===== src/rtl/dfs_pkg.sv =====
// Shared types and constants for the depth-first topological sort block.
package dfs_pkg;
  localparam int unsigned MaxVertices = 64;
  localparam int unsigned MaxEdges    = 256;
  localparam int unsigned VW = $clog2(MaxVertices);
  localparam int unsigned EW = $clog2(MaxEdges);
  localparam int unsigned CW = $clog2(MaxVertices) + 1;
  localparam int unsigned HW = $clog2(MaxEdges) + 1;

  typedef enum logic [1:0] {
    CmdAdd   = 2'd0,
    CmdSort  = 2'd1,
    CmdClear = 2'd2,
    CmdNone  = 2'd3
  } cmd_e;

  typedef enum logic [1:0] {
    KindEdgeAck  = 2'd0,
    KindVertex   = 2'd1,
    KindClearAck = 2'd2
  } kind_e;

  typedef enum logic [3:0] {
    StIdle,
    StVclr,
    StRoot,
    StTopRd,
    StTopWt,
    StScan,
    StPush,
    StPop,
    StEmitRd,
    StEmitWt,
    StOut
  } state_e;

  typedef struct packed {
    logic [1:0]    cmd;
    logic [VW-1:0] src_vertex;
    logic [VW-1:0] dst_vertex;
  } in_word_t;

  typedef struct packed {
    logic [1:0]    kind;
    logic          status;
    logic [VW-1:0] vertex;
    logic          last;
  } out_word_t;
endpackage


===== src/rtl/dfs_if.sv =====
// Valid/ready channel carrying one payload word.
interface dfs_in_if;
  logic               valid;
  logic               ready;
  dfs_pkg::in_word_t  data;
  modport source (output valid, output data, input ready);
  modport sink   (input valid, input data, output ready);
endinterface

interface dfs_out_if;
  logic               valid;
  logic               ready;
  dfs_pkg::out_word_t data;
  modport source (output valid, output data, input ready);
  modport sink   (input valid, input data, output ready);
endinterface


===== src/rtl/dfs_edge_ram.sv =====
// Edge store: from/to pairs, one write port, one registered read port.
module dfs_edge_ram (
  input  logic                      clk_i,
  input  logic                      we_i,
  input  logic [dfs_pkg::EW-1:0]    waddr_i,
  input  logic [dfs_pkg::VW-1:0]    wfrom_i,
  input  logic [dfs_pkg::VW-1:0]    wto_i,
  input  logic [dfs_pkg::EW-1:0]    raddr_i,
  output logic [dfs_pkg::VW-1:0]    rfrom_o,
  output logic [dfs_pkg::VW-1:0]    rto_o
);
  logic [2*dfs_pkg::VW-1:0] mem [dfs_pkg::MaxEdges];

  always_ff @(posedge clk_i) begin
    if (we_i) begin
      mem[waddr_i] <= {wfrom_i, wto_i};
    end
    {rfrom_o, rto_o} <= mem[raddr_i];
  end
endmodule


===== src/rtl/dfs_stack_ram.sv =====
// Walk stack and finish list memory (vertex, next edge position).
module dfs_stack_ram (
  input  logic                      clk_i,
  input  logic                      we_i,
  input  logic [dfs_pkg::VW-1:0]    waddr_i,
  input  logic [dfs_pkg::VW-1:0]    wvert_i,
  input  logic [dfs_pkg::HW-1:0]    wpos_i,
  input  logic [dfs_pkg::VW-1:0]    raddr_i,
  output logic [dfs_pkg::VW-1:0]    rvert_o,
  output logic [dfs_pkg::HW-1:0]    rpos_o,
  input  logic                      fwe_i,
  input  logic [dfs_pkg::VW-1:0]    faddr_w_i,
  input  logic [dfs_pkg::VW-1:0]    fdata_i,
  input  logic [dfs_pkg::VW-1:0]    faddr_r_i,
  output logic [dfs_pkg::VW-1:0]    fdata_o
);
  logic [dfs_pkg::VW+dfs_pkg::HW-1:0] stk [dfs_pkg::MaxVertices];
  logic [dfs_pkg::VW-1:0]             fin [dfs_pkg::MaxVertices];

  always_ff @(posedge clk_i) begin
    if (we_i) begin
      stk[waddr_i] <= {wvert_i, wpos_i};
    end
    {rvert_o, rpos_o} <= stk[raddr_i];
  end

  always_ff @(posedge clk_i) begin
    if (fwe_i) begin
      fin[faddr_w_i] <= fdata_i;
    end
    fdata_o <= fin[faddr_r_i];
  end
endmodule


===== src/rtl/dfs_topological_order_core.sv =====
// Top level: command decode, edge load and depth-first sort sequencer.
//
// channel  dir  payload                              accept
// in_if    in   cmd, src_vertex, dst_vertex          valid & ready
// out_if   out  kind, status, vertex, last           valid & ready
// cfg      in   vertex_count (7b)                    cfg_we_i
//
// Add and clear: the result word follows in the next cycle; the next word is taken
// only once that result drains.
// Sort: the edge memory read port sets the pace of the walk, one edge a cycle
// while no edge to an unvisited vertex is found.
// Each vertex emitted passes StEmitRd, StEmitWt, StOut; output stalls hold StOut.
// Reset empties the edge store and sets vertex_count to 64; no clearing pass.
module dfs_topological_order_core (
  input  logic      clk_i,
  input  logic      rst_ni,
  input  logic      cfg_we_i,
  input  logic [6:0] cfg_wdata_i,
  dfs_in_if.sink    in_if,
  dfs_out_if.source out_if
);
  localparam int unsigned VW = dfs_pkg::VW;
  localparam int unsigned HW = dfs_pkg::HW;
  localparam int unsigned CW = dfs_pkg::CW;
  localparam int unsigned EW = dfs_pkg::EW;

  dfs_pkg::state_e state_q, state_d;
  logic [6:0]    vcount_q;
  logic [HW-1:0] held_q, held_d;
  logic [dfs_pkg::MaxVertices-1:0] vis_q, vis_d;
  logic [CW-1:0] root_q, root_d;
  logic [CW-1:0] depth_q, depth_d;
  logic [CW-1:0] fin_q, fin_d;
  logic [VW-1:0] curv_q, curv_d;
  logic [HW-1:0] pos_q, pos_d;
  dfs_pkg::out_word_t out_q, out_d;
  logic          ovalid_q, ovalid_d;

  logic [CW-1:0] n;
  assign n = (vcount_q > 7'(dfs_pkg::MaxVertices)) ? CW'(dfs_pkg::MaxVertices)
                                                   : CW'(vcount_q);

  logic          ewe;
  logic [EW-1:0] eraddr;
  logic [VW-1:0] efrom, eto;
  logic          swe;
  logic [VW-1:0] swaddr, swvert, sraddr, srvert;
  logic [HW-1:0] swpos, srpos;
  logic          fwe;
  logic [VW-1:0] fraddr, frdata;

  dfs_edge_ram u_edge (
    .clk_i, .we_i(ewe), .waddr_i(held_q[EW-1:0]),
    .wfrom_i(in_if.data.src_vertex), .wto_i(in_if.data.dst_vertex),
    .raddr_i(eraddr), .rfrom_o(efrom), .rto_o(eto)
  );

  dfs_stack_ram u_stack (
    .clk_i, .we_i(swe), .waddr_i(swaddr), .wvert_i(swvert), .wpos_i(swpos),
    .raddr_i(sraddr), .rvert_o(srvert), .rpos_o(srpos),
    .fwe_i(fwe), .faddr_w_i(fin_q[VW-1:0]), .fdata_i(curv_q),
    .faddr_r_i(fraddr), .fdata_o(frdata)
  );

  logic acc_in;
  assign acc_in   = in_if.valid && in_if.ready;
  assign in_if.ready = (state_q == dfs_pkg::StIdle) && !ovalid_q;
  assign out_if.valid = ovalid_q;
  assign out_if.data  = out_q;

  logic scan_more, hit;
  assign scan_more = pos_q < held_q;
  assign hit = (efrom == curv_q) && (CW'(eto) < n) && !vis_q[eto];

  always_comb begin
    state_d = state_q;
    case (state_q)
      dfs_pkg::StIdle: begin
        if (acc_in && in_if.data.cmd == dfs_pkg::CmdSort) begin
          state_d = dfs_pkg::StVclr;
        end
      end
      dfs_pkg::StVclr: state_d = dfs_pkg::StRoot;
      dfs_pkg::StRoot: begin
        if (root_q >= n) begin
          state_d = (fin_q == '0) ? dfs_pkg::StIdle : dfs_pkg::StEmitRd;
        end else if (!vis_q[root_q[VW-1:0]]) begin
          state_d = dfs_pkg::StScan;
        end
      end
      dfs_pkg::StTopRd: state_d = dfs_pkg::StTopWt;
      dfs_pkg::StTopWt: state_d = dfs_pkg::StScan;
      dfs_pkg::StScan: begin
        if (!scan_more) begin
          state_d = dfs_pkg::StPop;
        end else begin
          state_d = dfs_pkg::StPush;
        end
      end
      dfs_pkg::StPush: begin
        if (hit) begin
          state_d = dfs_pkg::StScan;
        end else if (!scan_more) begin
          state_d = dfs_pkg::StPop;
        end
      end
      dfs_pkg::StPop: state_d = (depth_q == CW'(1)) ? dfs_pkg::StRoot : dfs_pkg::StTopRd;
      dfs_pkg::StEmitRd: state_d = dfs_pkg::StEmitWt;
      dfs_pkg::StEmitWt: state_d = dfs_pkg::StOut;
      dfs_pkg::StOut: begin
        if (!ovalid_q || out_if.ready) begin
          state_d = (fin_q == CW'(1)) ? dfs_pkg::StIdle : dfs_pkg::StEmitRd;
        end
      end
      default: state_d = dfs_pkg::StIdle;
    endcase
  end

  // StScan issues the edge read at pos; StPush sees the data, advances pos and
  // issues the next read so a scan sustains one edge a cycle until an edge hits an unvisited vertex.
  always_comb begin
    held_d = held_q; vis_d = vis_q; root_d = root_q; depth_d = depth_q;
    fin_d = fin_q; curv_d = curv_q; pos_d = pos_q;
    out_d = out_q; ovalid_d = ovalid_q;
    ewe = 1'b0; eraddr = pos_q[EW-1:0];
    swe = 1'b0; swaddr = '0; swvert = curv_q; swpos = pos_q;
    sraddr = VW'(depth_q - CW'(1));
    fwe = 1'b0; fraddr = VW'(fin_q - CW'(1));
    if (ovalid_q && out_if.ready) begin
      ovalid_d = 1'b0;
    end
    case (state_q)
      dfs_pkg::StIdle: begin
        if (acc_in) begin
          out_d = '0;
          out_d.last = 1'b1;
          case (in_if.data.cmd)
            dfs_pkg::CmdAdd: begin
              ovalid_d = 1'b1;
              out_d.kind = dfs_pkg::KindEdgeAck;
              if (CW'(in_if.data.src_vertex) >= n || CW'(in_if.data.dst_vertex) >= n ||
                  held_q >= HW'(dfs_pkg::MaxEdges)) begin
                out_d.status = 1'b1;
              end else begin
                ewe = 1'b1;
                held_d = held_q + HW'(1);
              end
            end
            dfs_pkg::CmdClear: begin
              ovalid_d = 1'b1;
              out_d.kind = dfs_pkg::KindClearAck;
              held_d = '0;
            end
            default: ;
          endcase
        end
      end
      dfs_pkg::StVclr: begin
        vis_d = '0; root_d = '0; fin_d = '0; depth_d = '0;
      end
      dfs_pkg::StRoot: begin
        if (root_q < n) begin
          root_d = root_q + CW'(1);
          if (!vis_q[root_q[VW-1:0]]) begin
            vis_d[root_q[VW-1:0]] = 1'b1;
            curv_d = root_q[VW-1:0];
            pos_d = '0;
            depth_d = CW'(1);
          end
        end
      end
      dfs_pkg::StTopWt: begin
        curv_d = srvert;
        pos_d = srpos;
      end
      dfs_pkg::StScan: begin
        eraddr = pos_q[EW-1:0];
        if (scan_more) begin
          pos_d = pos_q + HW'(1);
        end
      end
      dfs_pkg::StPush: begin
        if (hit) begin
          swe = 1'b1;
          swaddr = VW'(depth_q - CW'(1));
          vis_d[eto] = 1'b1;
          if (depth_q < CW'(dfs_pkg::MaxVertices)) begin
            depth_d = depth_q + CW'(1);
            curv_d = eto;
            pos_d = '0;
          end
        end else begin
          eraddr = pos_q[EW-1:0];
          if (scan_more) begin
            pos_d = pos_q + HW'(1);
          end
        end
      end
      dfs_pkg::StPop: begin
        if (fin_q < CW'(dfs_pkg::MaxVertices)) begin
          fwe = 1'b1;
          fin_d = fin_q + CW'(1);
        end
        depth_d = depth_q - CW'(1);
        sraddr = VW'(depth_q - CW'(2));
      end
      dfs_pkg::StTopRd: sraddr = VW'(depth_q - CW'(1));
      dfs_pkg::StEmitRd: fraddr = VW'(fin_q - CW'(1));
      dfs_pkg::StEmitWt: ;
      dfs_pkg::StOut: begin
        if (!ovalid_q || out_if.ready) begin
          ovalid_d = 1'b1;
          out_d.kind = dfs_pkg::KindVertex;
          out_d.status = 1'b0;
          out_d.vertex = frdata;
          out_d.last = (fin_q == CW'(1));
          fin_d = fin_q - CW'(1);
        end
      end
      default: ;
    endcase
  end

  always_ff @(posedge clk_i or negedge rst_ni) begin
    if (!rst_ni) begin
      state_q <= dfs_pkg::StIdle;
      vcount_q <= 7'd64;
      held_q <= '0;
      vis_q <= '0;
      root_q <= '0;
      depth_q <= '0;
      fin_q <= '0;
      ovalid_q <= 1'b0;
    end else begin
      state_q <= state_d;
      if (cfg_we_i) begin
        vcount_q <= cfg_wdata_i;
      end
      held_q <= held_d;
      vis_q <= vis_d;
      root_q <= root_d;
      depth_q <= depth_d;
      fin_q <= fin_d;
      ovalid_q <= ovalid_d;
    end
  end

  always_ff @(posedge clk_i) begin
    curv_q <= curv_d;
    pos_q <= pos_d;
    out_q <= out_d;
  end
endmodule


===== src/flat_wrapper.sv =====
// flat-port wrapper written by rule: the top's interface ports become plain ports
module dfs_topological_order_core_flat 
  (clk_i, rst_ni, cfg_we_i, cfg_wdata_i, in_if_valid, in_if_data, in_if_ready, out_if_valid, out_if_data, out_if_ready);
  dfs_in_if in_if_i ();
  dfs_out_if out_if_i ();
  input  logic clk_i;
  input  logic rst_ni;
  input  logic cfg_we_i;
  input  logic [6:0] cfg_wdata_i;
  input wire logic [$bits(in_if_i.valid)-1:0] in_if_valid;
  input wire logic [$bits(in_if_i.data)-1:0] in_if_data;
  output wire logic [$bits(in_if_i.ready)-1:0] in_if_ready;
  output wire logic [$bits(out_if_i.valid)-1:0] out_if_valid;
  output wire logic [$bits(out_if_i.data)-1:0] out_if_data;
  input wire logic [$bits(out_if_i.ready)-1:0] out_if_ready;
  assign in_if_i.valid = in_if_valid;
  assign in_if_i.data = in_if_data;
  assign in_if_ready = in_if_i.ready;
  assign out_if_valid = out_if_i.valid;
  assign out_if_data = out_if_i.data;
  assign out_if_i.ready = out_if_ready;
  dfs_topological_order_core u_core (.clk_i(clk_i), .rst_ni(rst_ni), .cfg_we_i(cfg_we_i), .cfg_wdata_i(cfg_wdata_i), .in_if(in_if_i), .out_if(out_if_i));
endmodule

===== config.mk =====
export PLATFORM = sky130hd
export DESIGN_NAME = dfs_topological_order_core_flat
export DESIGN_NICKNAME = d
export VERILOG_FILES = /design/src/rtl/dfs_pkg.sv /design/src/rtl/dfs_if.sv /design/src/rtl/dfs_edge_ram.sv /design/src/rtl/dfs_stack_ram.sv /design/src/rtl/dfs_topological_order_core.sv /design/src/flat_wrapper.sv
export SDC_FILE = /design/constraint.sdc
export NUM_CORES = 2
export LEC_CHECK = 0
export ABC_CLOCK_PERIOD_IN_PS = 6800
export BUFFER_PORTS_ARGS = -buffer_cell sky130_fd_sc_hd__buf_2
export CORE_MARGIN = 5
export CORE_UTILIZATION = 30
export CTS_CLUSTER_SIZE = 24
export DETAILED_ROUTE_END_ITERATION = 8
export SYNTH_ARGS = -nofsm -noshare
export SYNTH_HDL_FRONTEND = slang
export SYNTH_MEMORY_MAX_BITS = 65536
export SYNTH_SLANG_ARGS = --single-unit

===== constraint.sdc =====
create_clock -name clk_i -period 6.8 [get_ports clk_i]
set_input_delay 1.02 -clock clk_i [delete_from_list [all_inputs] [get_ports clk_i]]
set_output_delay 1.02 -clock clk_i [all_outputs]
set_load 0.01 [all_outputs]

# ---- Word level (Yosys, flattened, before mapping)
# Memories as Yosys holds them, arrays and structs flattened. A register that Yosys moved wholly into a read port is not among the register bits.
# Cells that the tools add are included.
dict set report op_classes {
  n_addsub 8
  n_lt_le_gt_ge 14
  eq_ne 27
  n_mux 75
  bitwise_logic 2
  n_reduce_logical 34
}
# op n
set op_table {}
lappend op_table {{2-to-1 mux 64 bit} 3}
lappend op_table {{case mux 64 bit (3 select lines)} 1}
lappend op_table {{bitwise OR 64 bit} 2}
lappend op_table {{2-to-1 mux 7 bit} 8}
lappend op_table {{2-to-1 mux 9 bit} 6}
lappend op_table {{case mux 4 bit (11 select lines)} 1}
lappend op_table {{2-to-1 mux 6 bit} 7}
lappend op_table {{case mux 9 bit (4 select lines)} 1}
lappend op_table {{2-to-1 mux 4 bit} 8}
lappend op_table {{case mux 7 bit (4 select lines)} 1}
lappend op_table {{2-to-1 mux 1 bit} 26}
lappend op_table {{adder 7 x 1 -> 7 bit (second input constant)} 3}
lappend op_table {{case mux 7 bit (3 select lines)} 1}
lappend op_table {{2-to-1 mux 10 bit} 2}
lappend op_table {{case mux 10 bit (2 select lines)} 1}
lappend op_table {{adder 9 x 1 -> 9 bit (second input constant)} 2}
lappend op_table {{case mux 6 bit (3 select lines)} 1}
lappend op_table {{case mux 9 bit (2 select lines)} 1}
lappend op_table {{== test 4 x 3 -> 1 bit (second input constant)} 4}
lappend op_table {{AND reduction 4 bit} 4}
lappend op_table {{== test 7 x 1 -> 1 bit (second input constant)} 2}
lappend op_table {{greater-or-equal comparator 6 x 7 -> 1 bit} 2}
lappend op_table {{less-than comparator 6 x 7 -> 1 bit (second input constant)} 2}
lappend op_table {{less-than comparator 7 bit (second input constant)} 2}
lappend op_table {{37 further kinds} 69}
dict set report word_totals {
  ff_bits 131
  ramBits 4416
  input_bits 26
  out_inout_bits 12
  wordCells 177
  mem_count 3
}
# name words width rd rd_ports_with_merged_regs write_ports line_no
set memory_table {}
lappend memory_table {u_core.u_edge.mem 256 12 1 1 1 dfs_edge_ram.sv:12} ;# logic [2*dfs_pkg::VW-1:0] mem [dfs_pkg::MaxEdges];
lappend memory_table {u_core.u_stack.stk 64 15 1 1 1 dfs_stack_ram.sv:17} ;# logic [dfs_pkg::VW+dfs_pkg::HW-1:0] stk [dfs_pkg::MaxVertices];
lappend memory_table {u_core.u_stack.fin 64 6 1 1 1 dfs_stack_ram.sv:18} ;# logic [dfs_pkg::VW-1:0] fin [dfs_pkg::MaxVertices];

# ---- Depth between registers and ports, before layout
dict set report logic_depth {
  word_depth 11
  mapped_depth 14
  ltp_nobuf 11
}

# ---- Cells and area by module
# A second synthesis with hierarchy kept.
dict set report hier_totals {
  cells_unflattened 8856
  area_unflattened_um2 180152.8
}
# mod n_inst cells_per_inst area_per_inst_um2 seq_area_each_um2
set by_module_without_submodules {}
lappend by_module_without_submodules {dfs_edge_ram 1 5506 118632.5 92488.7}
lappend by_module_without_submodules {dfs_stack_ram 1 2396 52359.0 40779.1}
lappend by_module_without_submodules {dfs_topological_order_core 1 954 9161.3 3404.5}

# ---- Worst setup path before layout
# OpenSTA, ideal clock, no wires.
dict set report synth_path {
  kind {reg-to-reg}
  startpoint {register u_core.curv_q[1]}
  endpoint {memory u_core.u_stack.stk[10][0] in the netlist's numbering (enable)}
  setup_ps 386
  t_arrival_ps 4106
  t_required_ps 6414
  slack_ps 2308
  path_stages_with_launch 10
  n_path_buf 2
  path_cell_list {edfxtp_1 -> xnor2_1 -> nand4_1 -> nor4_1 -> and4b_1 -> nand3_2 -> or4_1 -> buf_2 -> buf_2 -> nor2_1}
}
dict set report synth_via {
  elab_chain_cells 7
  elab_cells_between_ends 9
  cone_classes {eq/ne: 1; mux: 6; reduce/logical: 2}
}
# item line_no
set synth_lines {}
lappend synth_lines {{from (decl)} dfs_topological_order_core.sv:34} ;# logic [VW-1:0] curv_q, curv_d;
lappend synth_lines {{from (signal assigned)} dfs_topological_order_core.sv:249} ;# curv_q <= curv_d;
lappend synth_lines {{== test 6 bit *} dfs_topological_order_core.sv:73} ;# assign hit = (efrom == curv_q) && (CW'(eto) < n) && !vis_q[eto];
lappend synth_lines {{logical AND 1 bit * (2 in a row)} dfs_topological_order_core.sv:73}
lappend synth_lines {{2-to-1 mux 1 bit} dfs_topological_order_core.sv:183} ;# if (hit) begin
lappend synth_lines {{2-to-1 mux 1 bit} dfs_topological_order_core.sv:132} ;# case (state_q)
lappend synth_lines {{2-to-1 mux 1 bit} dfs_stack_ram.sv:21} ;# if (we_i) begin
lappend synth_lines {{2-to-1 mux 1 bit (not written as such)} dfs_stack_ram.sv:22} ;# stk[waddr_i] <= {wvert_i, wpos_i};
lappend synth_lines {{to (decl)} dfs_stack_ram.sv:17}
# Mark *: on every way between the ends. The rest lies on a longest branch, timed or not.

# ---- Worst setup path after layout
dict set report layout_path {
  startpoint {register u_core.vcount_q[0]}
  endpoint {memory u_core.u_edge.mem[173][2] in the netlist's numbering (enable)}
}
dict set report layout_via {
  elab_chain_cells 11
  elab_cells_between_ends 12
  cone_classes {order compare: 3; mux: 7; reduce/logical: 2}
}
# item line_no
set layout_lines {}
lappend layout_lines {{from (decl)} dfs_topological_order_core.sv:28} ;# logic [6:0] vcount_q;
lappend layout_lines {{from (signal assigned)} dfs_topological_order_core.sv:237} ;# vcount_q <= cfg_wdata_i;
lappend layout_lines {{> comparator 7 bit} dfs_topological_order_core.sv:40} ;# assign n = (vcount_q > 7'(dfs_pkg::MaxVertices)) ? CW'(dfs_pkg::MaxVertices)
lappend layout_lines {{2-to-1 mux 7 bit *} dfs_topological_order_core.sv:40}
lappend layout_lines {{greater-or-equal comparator 6 x 7 -> 1 bit} dfs_topological_order_core.sv:141} ;# if (CW'(in_if.data.src_vertex) >= n || CW'(in_if.data.dst_vertex) >= n ||
lappend layout_lines {{logical OR 1 bit * (2 in a row)} dfs_topological_order_core.sv:141}
lappend layout_lines {{2-to-1 mux 1 bit *} dfs_topological_order_core.sv:141}
lappend layout_lines {{2-to-1 mux 1 bit *} dfs_topological_order_core.sv:137} ;# case (in_if.data.cmd)
lappend layout_lines {{2-to-1 mux 1 bit *} dfs_topological_order_core.sv:134} ;# if (acc_in) begin
lappend layout_lines {{2-to-1 mux 1 bit *} dfs_topological_order_core.sv:132}
lappend layout_lines {{2-to-1 mux 1 bit *} dfs_edge_ram.sv:15} ;# if (we_i) begin
lappend layout_lines {{2-to-1 mux 1 bit (not written as such) *} dfs_edge_ram.sv:16} ;# mem[waddr_i] <= {wfrom_i, wto_i};
lappend layout_lines {{to (decl)} dfs_edge_ram.sv:12}
# Marks and branches as above.

==> qor.txt <==
status = finished with violations
violated checks = max-capacitance violations, max-slew violations
max_slew headroom = -0.0111
clock slew at reported path FFs = 0.06 ns
library cells used by synthesis = 71
main area contributors after synthesis = edfxtp_1 74%, mux4_2 17%, dfrtp_1 1.5%
pin count of the biggest net entering global routing = 137
number of I/O pins = 38
GRT Overall Usage = 0.150
I/O Buffers = 37
largest area contributor in the netlist = edfxtp_1
Max-Cap Viols = 1
Root Driver = clkbuf_16
asr flop ratio synth = 0.0231
Via density = 5.25
CP Class = reg2reg
Die Wd = 783 µm
met2 usage = 0.240
core footprint = 597000 µm²
CTS sink cnt = 4580
pre-CTS WS = 0.966 ns
most common cell after layout, fill and taps aside = edfxtp_1
Final #Nets = 8599
initial antenna violation count = 18
Tcrit/Tclk final = 0.816
Min-Delay Path Class = in2async
syn_nets = 8320
grt ovf = 0
share of layout cells above drive strength 1 = 0.265
Arr. time, crit path = 6.14 ns
Pwr per Cell Area = 422 nW/µm²
met3 Use GR = 0.0329
VDD IR max = 0.000678 V
Pleak = 62.6 nW
post-synthesis sequential area ratio = 0.762
worst skew pair latency = 1.04 ns
area delta synth->final = 14.4%
final worst setup slack = 1.25 ns
post-cts sizing count = 0
CP endpoint kind = register
total number of vias = 88100
worst-margin pin slew = 1.50 ns
vias in the first global route = 87900
first-iteration detailed-routing DRC count = 11200
#FFs+latches synth = 4580
Final HPWL DP = 295 mm
WL final = 475 mm
most frequent cells in the layout = 4441 x edfxtp_1, 1336 x mux4_2, 657 x nor2_1
post-CTS setup buffer count = 0
CTS tree = built
RSZ-0062 raised after global routing = false
WP data required = 7.39 ns
# DRC = 0
Num CTS Buffers = 440
Syn Inst Count = 8245
Synth top area share = 0.744
Crit Path Max Fanout = 28
H-tree levels = 5
clk_skew = 0.107 ns
Die H = 783 µm
Tmin final = 5.55 ns
Final Max Slew Viols = 9
crit path launch type = register
die area = 613000 µm²
Max Clk Rate = 180 MHz
Final ANT Viol Nets = 0
endpoints failing setup = 0
routed wire length per instance = 28.3 µm
first-pass GRT wire length = 676 mm
final hold vios = 0
Post-CTS Hold Buffers = 0
Final TNS setup = 0 ns
DR pass1 iterations = 8
met1 Track Usage GR = 0.207
Post-synth top flop = edfxtp_1
Yosys warnings = 0
Site Rows = 284
fill count = 54500
Top Usage Layer GRT = met2
synthesized cell area = 179000 µm²
number of flops mapped to enable cells by yosys = 4441
global placement routability congestion = 0.890
syn avg cell area = 21.7 µm²
Initial Utilization = 0.300
Clock Path Buffers = 4
==> layout make-up <==
cell class              count  area, µm²  area share
repair buffers            301       2840      0.0138
diodes                     12       30.0    0.000146
multi-input cells        3163      40600       0.198
clock inverters           285       3420      0.0167
flip-flops and latches   4580     137000       0.666
inverters                  38        143    0.000695
well taps                7865       9840      0.0480
clock buffers             534      11500      0.0561
==> where the power goes <==
part | internal [mW] | leakage (nW) | switching (mW)
Clock | 14.6 | 7.26 | 10.7
Combinational | 11.2 | 13.6 | 17.0
Sequential | 32.5 | 41.7 | 0.559
==> final timing paths <==
kind | from | endpoint | slack, ns | cells past startpoint
setup reg to reg | u_core.vcount_q[0] | u_core.u_edge.mem[173][2] | 1.25 | 11
max in group asynchronous | rst_ni | u_core.vis_q[47] | 5.33 | 2
setup / recovery | u_core.vcount_q[0] | u_core.u_edge.mem[173][2] | 1.25 | 11
hold reg to reg | u_core.u_stack.fdata_o[0] | u_core.out_if.data[1] | 0.51 | 1
min in group clk_i | in_if_data[0] | u_core.u_edge.mem[218][0] | 0.26 | 1
hold / removal | rst_ni | u_core.vcount_q[3] | 0.08 | 1
==> stage by stage <==
stage,hold slack (ns),instances,util,instance area (µm²),total power [mW]
after CTS,0.0115,16800,0.343,205000,87.2
final,0.0836,16800,0.344,205000,86.5
after detailed placement,0.499,15900,0.318,190000,62.0
after global placement,0.503,15900,0.318,190000,61.7
after floorplan,0.478,8245,-,179000,51.0
after global routing,0.109,16800,0.344,205000,89.5
==> routing by layer <==
metal  part of all wire  wire, µm  up-vias
met2               0.47    225000     4915
met3              0.093     44400      774
li1                   -         -    35200
met1               0.40    191000    47200
met5            0.00016        76        -
met4              0.032     15400       12
==> synth_stat cells (6+ instances only) <==
cell type and n:
nor3_1 39, o22a_1 19, o211ai_1 6, and3_1 10, inv_1 34, a221oi_1 7
and2_1 10, o21ai_1 10, a21o_1 7, mux4_2 1336, clkbuf_1 242, buf_6 11
a31oi_1 10, nand2_1 243, nor4_1 27, nand3_1 61, nand2b_1 17, a22oi_1 38
o22ai_1 96, buf_4 31, edfxtp_1 4441, ha_1 49, buf_2 115, buf_1 65
a22o_1 94, o21ai_0 34, nor3b_1 8, or3_1 15, nor2_1 666, nand3b_1 11
mux2_2 19, xor2_1 9, a32o_1 15, nor2b_1 22, dfxtp_1 33, dfrtp_1 105
a211oi_1 12, o31ai_1 12, a21oi_1 77, xnor2_1 24, nand4_1 14, mux2i_1 90
==> critical path: stages, from the launching register on <==
cell and delay, ns:
dfrtp_1 0.37, nor2b_1 0.57, ha_1 0.36, nand2b_1 0.17
a21o_1 0.20, a21oi_1 0.28, o21ai_0 0.17, a211oi_1 0.63
or2_2 0.42, nand3_4 0.35, buf_4 0.55, nor2_1 1.05
==> sequential cells by signal, summed over array words and instances, names as in the netlist <==
register / count
u_core.curv_q: 6
u_core.depth_q: 7
u_core.fin_q: 7
u_core.held_q: 9
u_core.out_if.data: 10
u_core.out_if.valid: 1
u_core.pos_q: 9
u_core.root_q: 7
u_core.state_q: 4
u_core.u_edge.mem: 3072
u_core.u_edge.rfrom_o: 6
u_core.u_edge.rto_o: 6
u_core.u_stack.fdata_o: 6
u_core.u_stack.fin: 384
u_core.u_stack.rpos_o: 9
u_core.u_stack.rvert_o: 6
u_core.u_stack.stk: 960
u_core.vcount_q: 7
u_core.vis_q: 64
==> cells by family after synthesis <==
kind of cell | share of synthesized area
mux | 0.174
simple gates | 0.0278
fa+ha+maj | 0.00342
compound gates | 0.0184
flops | 0.762
buf+inv | 0.0124
xor+xnor | 0.00161
Power figures use the tool's default switching activity.
